**src/tppq_pkg.sv**
```systemverilog
// Shared types, constants and codes of the trimming priority packet queue.
package tppq_pkg;

  localparam int FIFO_DEPTH = 256;
  localparam int AW         = (FIFO_DEPTH > 1) ? $clog2(FIFO_DEPTH) : 1;
  localparam int CNT_W      = $clog2(FIFO_DEPTH + 1);
  localparam int CFG_W      = 25;
  localparam int CFG_IDX_W  = 3;

  localparam logic [CFG_IDX_W-1:0] CFG_RATIO_HIGH = 3'd0;
  localparam logic [CFG_IDX_W-1:0] CFG_RATIO_LOW  = 3'd1;
  localparam logic [CFG_IDX_W-1:0] CFG_MAX_BYTES  = 3'd2;
  localparam logic [CFG_IDX_W-1:0] CFG_ECN_MIN    = 3'd3;
  localparam logic [CFG_IDX_W-1:0] CFG_ECN_MAX    = 3'd4;
  localparam logic [CFG_IDX_W-1:0] CFG_HDR_BYTES  = 3'd5;
  localparam logic [CFG_IDX_W-1:0] CFG_RTS        = 3'd6;

  localparam logic [16:0] RATIO_HIGH_RST = 17'd100000;
  localparam logic [16:0] RATIO_LOW_RST  = 17'd1;
  localparam logic [23:0] MAX_BYTES_RST  = 24'd65536;
  localparam logic [24:0] ECN_MIN_RST    = 25'd131072;
  localparam logic [24:0] ECN_MAX_RST    = 25'd131072;
  localparam logic [13:0] HDR_BYTES_RST  = 14'd64;

  typedef enum logic [2:0] {
    EV_LOW    = 3'd0,
    EV_HIGH   = 3'd1,
    EV_DROP   = 3'd2,
    EV_BOUNCE = 3'd3,
    EV_DEPART = 3'd4,
    EV_IDLE   = 3'd5
  } event_t;

  typedef enum logic [1:0] {
    SERV_NONE = 2'd0,
    SERV_HIGH = 2'd1,
    SERV_LOW  = 2'd2
  } serv_t;

  typedef enum logic [3:0] {
    ST_IDLE,
    ST_DISPATCH,
    ST_DEP_RD,
    ST_DEP_MUL,
    ST_DEP_FIN,
    ST_EV_RD,
    ST_EV_OUT,
    ST_ARR,
    ST_SERV,
    ST_OUT
  } state_t;

  typedef struct packed {
    logic        kind;
    logic [15:0] packet_id;
    logic [13:0] packet_bytes;
    logic        bare_header;
    logic [1:0]  packet_kind;
    logic        may_bounce;
    logic        trim_coin;
    logic [30:0] ecn_random;
  } in_item_t;

  typedef struct packed {
    event_t      event_res;
    logic [15:0] out_packet_id;
    logic [13:0] out_bytes;
    logic        trimmed;
    logic        ecn_mark;
    logic        from_high;
    logic        last;
  } out_item_t;

  typedef struct packed {
    logic        may_bounce;
    logic [1:0]  packet_kind;
    logic [13:0] bytes;
    logic [15:0] id;
  } desc_t;

  typedef struct packed {
    logic load;
    logic decide;
    logic dep_read;
    logic dep_pop;
    logic dep_fin;
    logic ev_read;
    logic evict;
    logic arrive;
    logic serve;
    logic idle_res;
  } cmd_t;

  typedef struct packed {
    logic kind;
    logic dep_ok;
    logic evict_needed;
    logic out_valid;
  } status_t;

endpackage

```
**src/tppq_ctrl.sv**
```systemverilog
// Controller state machine sequencing arrivals, evictions and departures.
module tppq_ctrl import tppq_pkg::*; (
  input  logic    clk,
  input  logic    rst_n,
  input  logic    in_valid,
  output logic    in_stall,
  input  status_t status,
  output cmd_t    cmd
);

  state_t state_r, state_nxt;

  always_ff @(posedge clk) begin
    if (!rst_n) begin
      state_r <= ST_IDLE;
    end else begin
      state_r <= state_nxt;
    end
  end

  always_comb begin
    state_nxt = state_r;
    cmd       = '0;
    in_stall  = 1'b1;
    case (state_r)
      ST_IDLE: begin
        in_stall = 1'b0;
        if (in_valid) begin
          cmd.load  = 1'b1;
          state_nxt = ST_DISPATCH;
        end
      end
      ST_DISPATCH: begin
        cmd.decide = 1'b1;
        if (status.kind) begin
          if (status.dep_ok) begin
            cmd.dep_read = 1'b1;
            state_nxt    = ST_DEP_RD;
          end else begin
            cmd.idle_res = 1'b1;
            state_nxt    = ST_OUT;
          end
        end else if (status.evict_needed) begin
          cmd.ev_read = 1'b1;
          state_nxt   = ST_EV_RD;
        end else begin
          state_nxt = ST_ARR;
        end
      end
      ST_DEP_RD: begin
        cmd.dep_pop = 1'b1;
        state_nxt   = ST_DEP_MUL;
      end
      ST_DEP_MUL: begin
        state_nxt = ST_DEP_FIN;
      end
      ST_DEP_FIN: begin
        cmd.dep_fin = 1'b1;
        state_nxt   = ST_SERV;
      end
      ST_EV_RD: begin
        cmd.evict = 1'b1;
        state_nxt = ST_EV_OUT;
      end
      ST_EV_OUT: begin
        if (!status.out_valid) begin
          state_nxt = ST_ARR;
        end
      end
      ST_ARR: begin
        cmd.arrive = 1'b1;
        state_nxt  = ST_SERV;
      end
      ST_SERV: begin
        cmd.serve = 1'b1;
        state_nxt = ST_OUT;
      end
      ST_OUT: begin
        if (!status.out_valid) begin
          state_nxt = ST_IDLE;
        end
      end
      default: begin
        state_nxt = ST_IDLE;
      end
    endcase
  end

endmodule

```
**config.mk**
```make
export PLATFORM = sky130hd
export DESIGN_NAME = tppq_ctrl
export DESIGN_NICKNAME = d
export VERILOG_FILES = /design/src/tppq_pkg.sv /design/src/tppq_ctrl.sv
export SDC_FILE = /design/constraint.sdc
export NUM_CORES = 1
export LEC_CHECK = 0
export BUFFER_PORTS_ARGS = -buffer_cell sky130_fd_sc_hd__buf_2
export CORE_AREA = 2 2 39 41
export CTS_CLUSTER_DIAMETER = 80
export DETAILED_ROUTE_END_ITERATION = 10
export DIE_AREA = 0 0 41 43
export PLACE_DENSITY = 0.45
export SYNTH_ARGS = -nofsm -noshare
export SYNTH_HDL_FRONTEND = slang
export SYNTH_SLANG_ARGS = --single-unit
```
**constraint.sdc**
```tcl
create_clock -name clk -period 1.67 [get_ports clk]
set_input_delay 0.334 -clock clk [delete_from_list [all_inputs] [get_ports clk]]
set_output_delay 0.334 -clock clk [all_outputs]
set_load 0.005 [all_outputs]
```
-- Yosys cells after proc, flatten, opt, wreduce, memory -nomap -nowiden
Index checks and enable logic that the tools add are counted.
- reduce and logical (&&, ||, !) cells: 3
- multiplexer cells: 24
- equality and inequality tests: 12
- operator list (operator ; count):
    one-hot mux 4 bit (9 select lines) ; 1
    2-to-1 mux 4 bit ; 5
    equality test 4 x 3 -> 1 bit (second input constant) ; 4
    2-to-1 mux 1 bit ; 16
    equality test 4 x 2 -> 1 bit (second input constant) ; 2
    equality test 4 bit (second input constant) ; 2
    inequality test 2 bit (second input constant) ; 3
    equality test 4 x 1 -> 1 bit (second input constant) ; 1
    zero test 4 bit ; 1
    2-to-1 mux 2 bit ; 2
    AND reduction 3 bit ; 1
    OR reduction 2 bit ; 1
- register bits: 4
- input bits: 7

-- Logic depth before layout (Yosys ltp)
- depth after elaboration: 3
- mapped depth: 4

-- Worst setup path after synthesis
OpenSTA, ideal clock, no wires.
- path type: register -> output
- from: register state_r[3]
- to: output port cmd[0] in the netlist's numbering
- arrival time: 1006 ps
- setup slack: 330 ps
- stages on the path, launching flop included: 5
- buffers on the path: 1
- path through: dfxtp_1 clkbuf_1 nand2b_1 or2_1 nor2_1
- RTL lines (element ; line ; RTL):
    from (decl) ; tppq_ctrl.sv:11 ; state_t state_r, state_nxt;
    from (signal assigned) ; tppq_ctrl.sv:17 ; state_r <= state_nxt;
    to (decl) ; tppq_ctrl.sv:8 ; output cmd_t cmd

==> impl_metrics.py <==
metrics = {
    "status": {
        "status": "complete, no violations",
    },
    "placed_design": {
        "dp.final_hpwl_um": 696,
        "io_buffers": 17,
        "routabilityCongestion": 0.780,
    },
    "worst_setup_path": {
        "crit_family": "simple AND/OR/NAND/NOR gates",
        "crit_top_cell": "or2_4",
        "startpoint_type": "flip-flop",
        "path_cells": "or2_4 -> or2_4 -> nor2_1 -> buf_2",
        "arrival_ns": 1.27,
        "crit_slowest_cell": "dfxtp_1",
        "cp_num_buf_inv": 1,
        "setup.worst_path.end_class": "primary output",
        "max_stage_delay_ns": 0.30,
        "crit_type": "flip-flop to primary output",
        "path_max_fanout": 5,
        "required_ns": 1.34,
    },
    "route": {
        "wirelength_um": 850,
        "dr.pass1.iters": 4,
        "vias_per_cell": 4.52,
        "postRouteAntennaNets": 0,
        "vias": 389,
        "wire_per_inst_um": 9.88,
        "drc_errors": 0,
        "detail_route.iter0.violations": 8,
    },
    "floorplanning": {
        "die_y_um": 43,
        "die_w_um": 41,
        "rows": 14,
        "die_area_mm2": 0.00176,
        "pin_count": 18,
        "start_util": 0.237,
        "core_area_mm2": 0.00138,
    },
    "cts": {
        "numClockSinks": 4,
        "cts_buffers": 3,
        "clk_path_buf_depth": 2,
        "clkSlewWorstSetupHoldPaths_ns": 0.03,
        "cts-root-buf": "clkbuf_4",
        "cts_tree": "built",
        "hold_buffers": 0,
        "clock_latency_ns": 0.24,
        "cts_max_level": 1,
    },
    "sta": {
        "post-route-period-util": 0.958,
        "maxSlewViolCount": 0,
        "fin_skew_ns": 0.00324,
        "fin_tns_setup_ns": 0,
        "finalHoldViolations": 0,
        "fin_crit_ns": 1.60,
        "tightestPinTransition_ns": 0.238,
        "fin_hold_ws_ns": 0.331,
        "max_freq_mhz": 625,
        "rsz0062_at_grt": "false",
        "finalSetupViolCount": 0,
        "slew_headroom": 0.839,
    },
    "synthesis": {
        "synth_cell_type_count": 24,
        "yosys_warnings": 0,
        "synth.area.top_cells": "dfxtp_1 24%, nand2b_1 11%, nor2_1 9.2%",
        "synth_nets": 55,
        "ys_seq_area_frac": 0.244,
        "synthCells": 48,
        "synth_top_area_share": 0.244,
        "synthArstFlopShare": 0,
        "synth_top_area_cell": "dfxtp_1",
        "synth_commonest_cells": "8 x nor2_1, 6 x nand2b_1, 5 x a21oi_1, 5 x nand2_1, 4 x dfxtp_1",
        "netlist_area_um2": 328,
        "ys_ff_latch": 4,
        "avgSynthCellArea_um2": 6.83,
        "synth.most_common_cell": "nor2_1",
        "synthFlopType": "dfxtp_1",
        "synth_edf_count": 0,
    },
    "power": {
        "cellPowerDensity_mw_per_mm2": 1680,
        "p_leak_nw": 0.246,
        "power_uw": 819,
        "ir_drop_mv": 0.546,
    },
    "global_route": {
        "grt_overflow": 0,
        "grt_use_met2": 0.172,
        "grtUsageMet3": 0.0471,
        "grt_util_met1": 0.132,
        "gr-max-usage-layer": "met2",
        "first_global_vias": 346,
        "grt_pass1_wl_mm": 1.33,
        "grt_start_max_net_pins": 9,
        "antenna_found_initial": 0,
        "track_usage": 0.118,
    },
    "layout": {
        "syn2layout_area_growth_pct": 48.9,
        "top_regs": "state_r x4",
        "top_register": "state_r",
        "antenna_cells": 0,
        "largest_reg_flops": 4,
        "drive_gt1_frac": 0.400,
        "layout.nets": 79,
    },
    "job": {
        "cap_violations": 0,
    },
    "worst_hold_path": {
        "min_path_type": "input pin to flip-flop",
    },
}
layout make-up:
class,count,area (um2)
Sequential cell,4,81.3
Clock buffer,3,22.5
Tap cell,16,20.0
Multi-Input combinational cell,41,245
Fill cell,162,896
Inverter,1,3.75
Timing Repair Buffer,21,115
power breakdown:
group	total [mW]	switching [mW]	leakage [nW]	internal (mW)
sequential	0.188	0.0523	0.0331	0.136
clock	0.124	0.0438	0.0138	0.0806
combinational	0.506	0.233	0.199	0.273
total	0.819	0.329	0.246	0.490
cell families after synthesis:
kind of cell	Yosys count	synth area share
AOI/OAI and AO/OA	11	0.210
buffers and inverters	3	0.0381
DFF	4	0.244
xor gates and xnor gates	1	0.0267
and+or+nand+nor	29	0.481
worst paths after layout:
check | from | end | slack, ns | depth (start not counted)
max | state_r[2] | cmd[4] | 0.07 | 4
min | status[3] | state_r[2] | 0.33 | 2
max reg2reg | state_r[1] | state_r[0] | 0.43 | 5
min reg2reg | state_r[0] | state_r[1] | 0.64 | 2
stage by stage:
step                      setup WS, ns  cells  area [um2]  utilization
after detailed placement         0.282     83         454        0.328
after global routing            0.0175     86         488        0.353
after CTS                       0.0212     86         477        0.344
after global placement           0.293     83         454        0.328
after floorplan                  0.330     48         328            -
final                           0.0703     86         488        0.353
cell usage in the layout (no fill, tap or decap), types with 2 or more instances in the layout:
master    instances
buf_4             4
buf_2            17
clkbuf_4          3
or2_4             2
o211ai_1          2
dfxtp_1           3
nor2_1            8
nand2b_1          5
nand2_1           5
a21oi_1           5
per-layer routing:
layer | share of wire | wire, um
met4 | 0.025 | 21
met1 | 0.44 | 375
met5 | 0 | 0
met2 | 0.46 | 392
met3 | 0.072 | 61
timing repair:
action | in CTS | in global routing
endpoints found under the setup margin | 0 | 3
gates resized for setup | 0 | 3
hold endpoints to repair | 0 | 0
setup buffers | 0 | 0
Power figures use the tool's default switching activity.
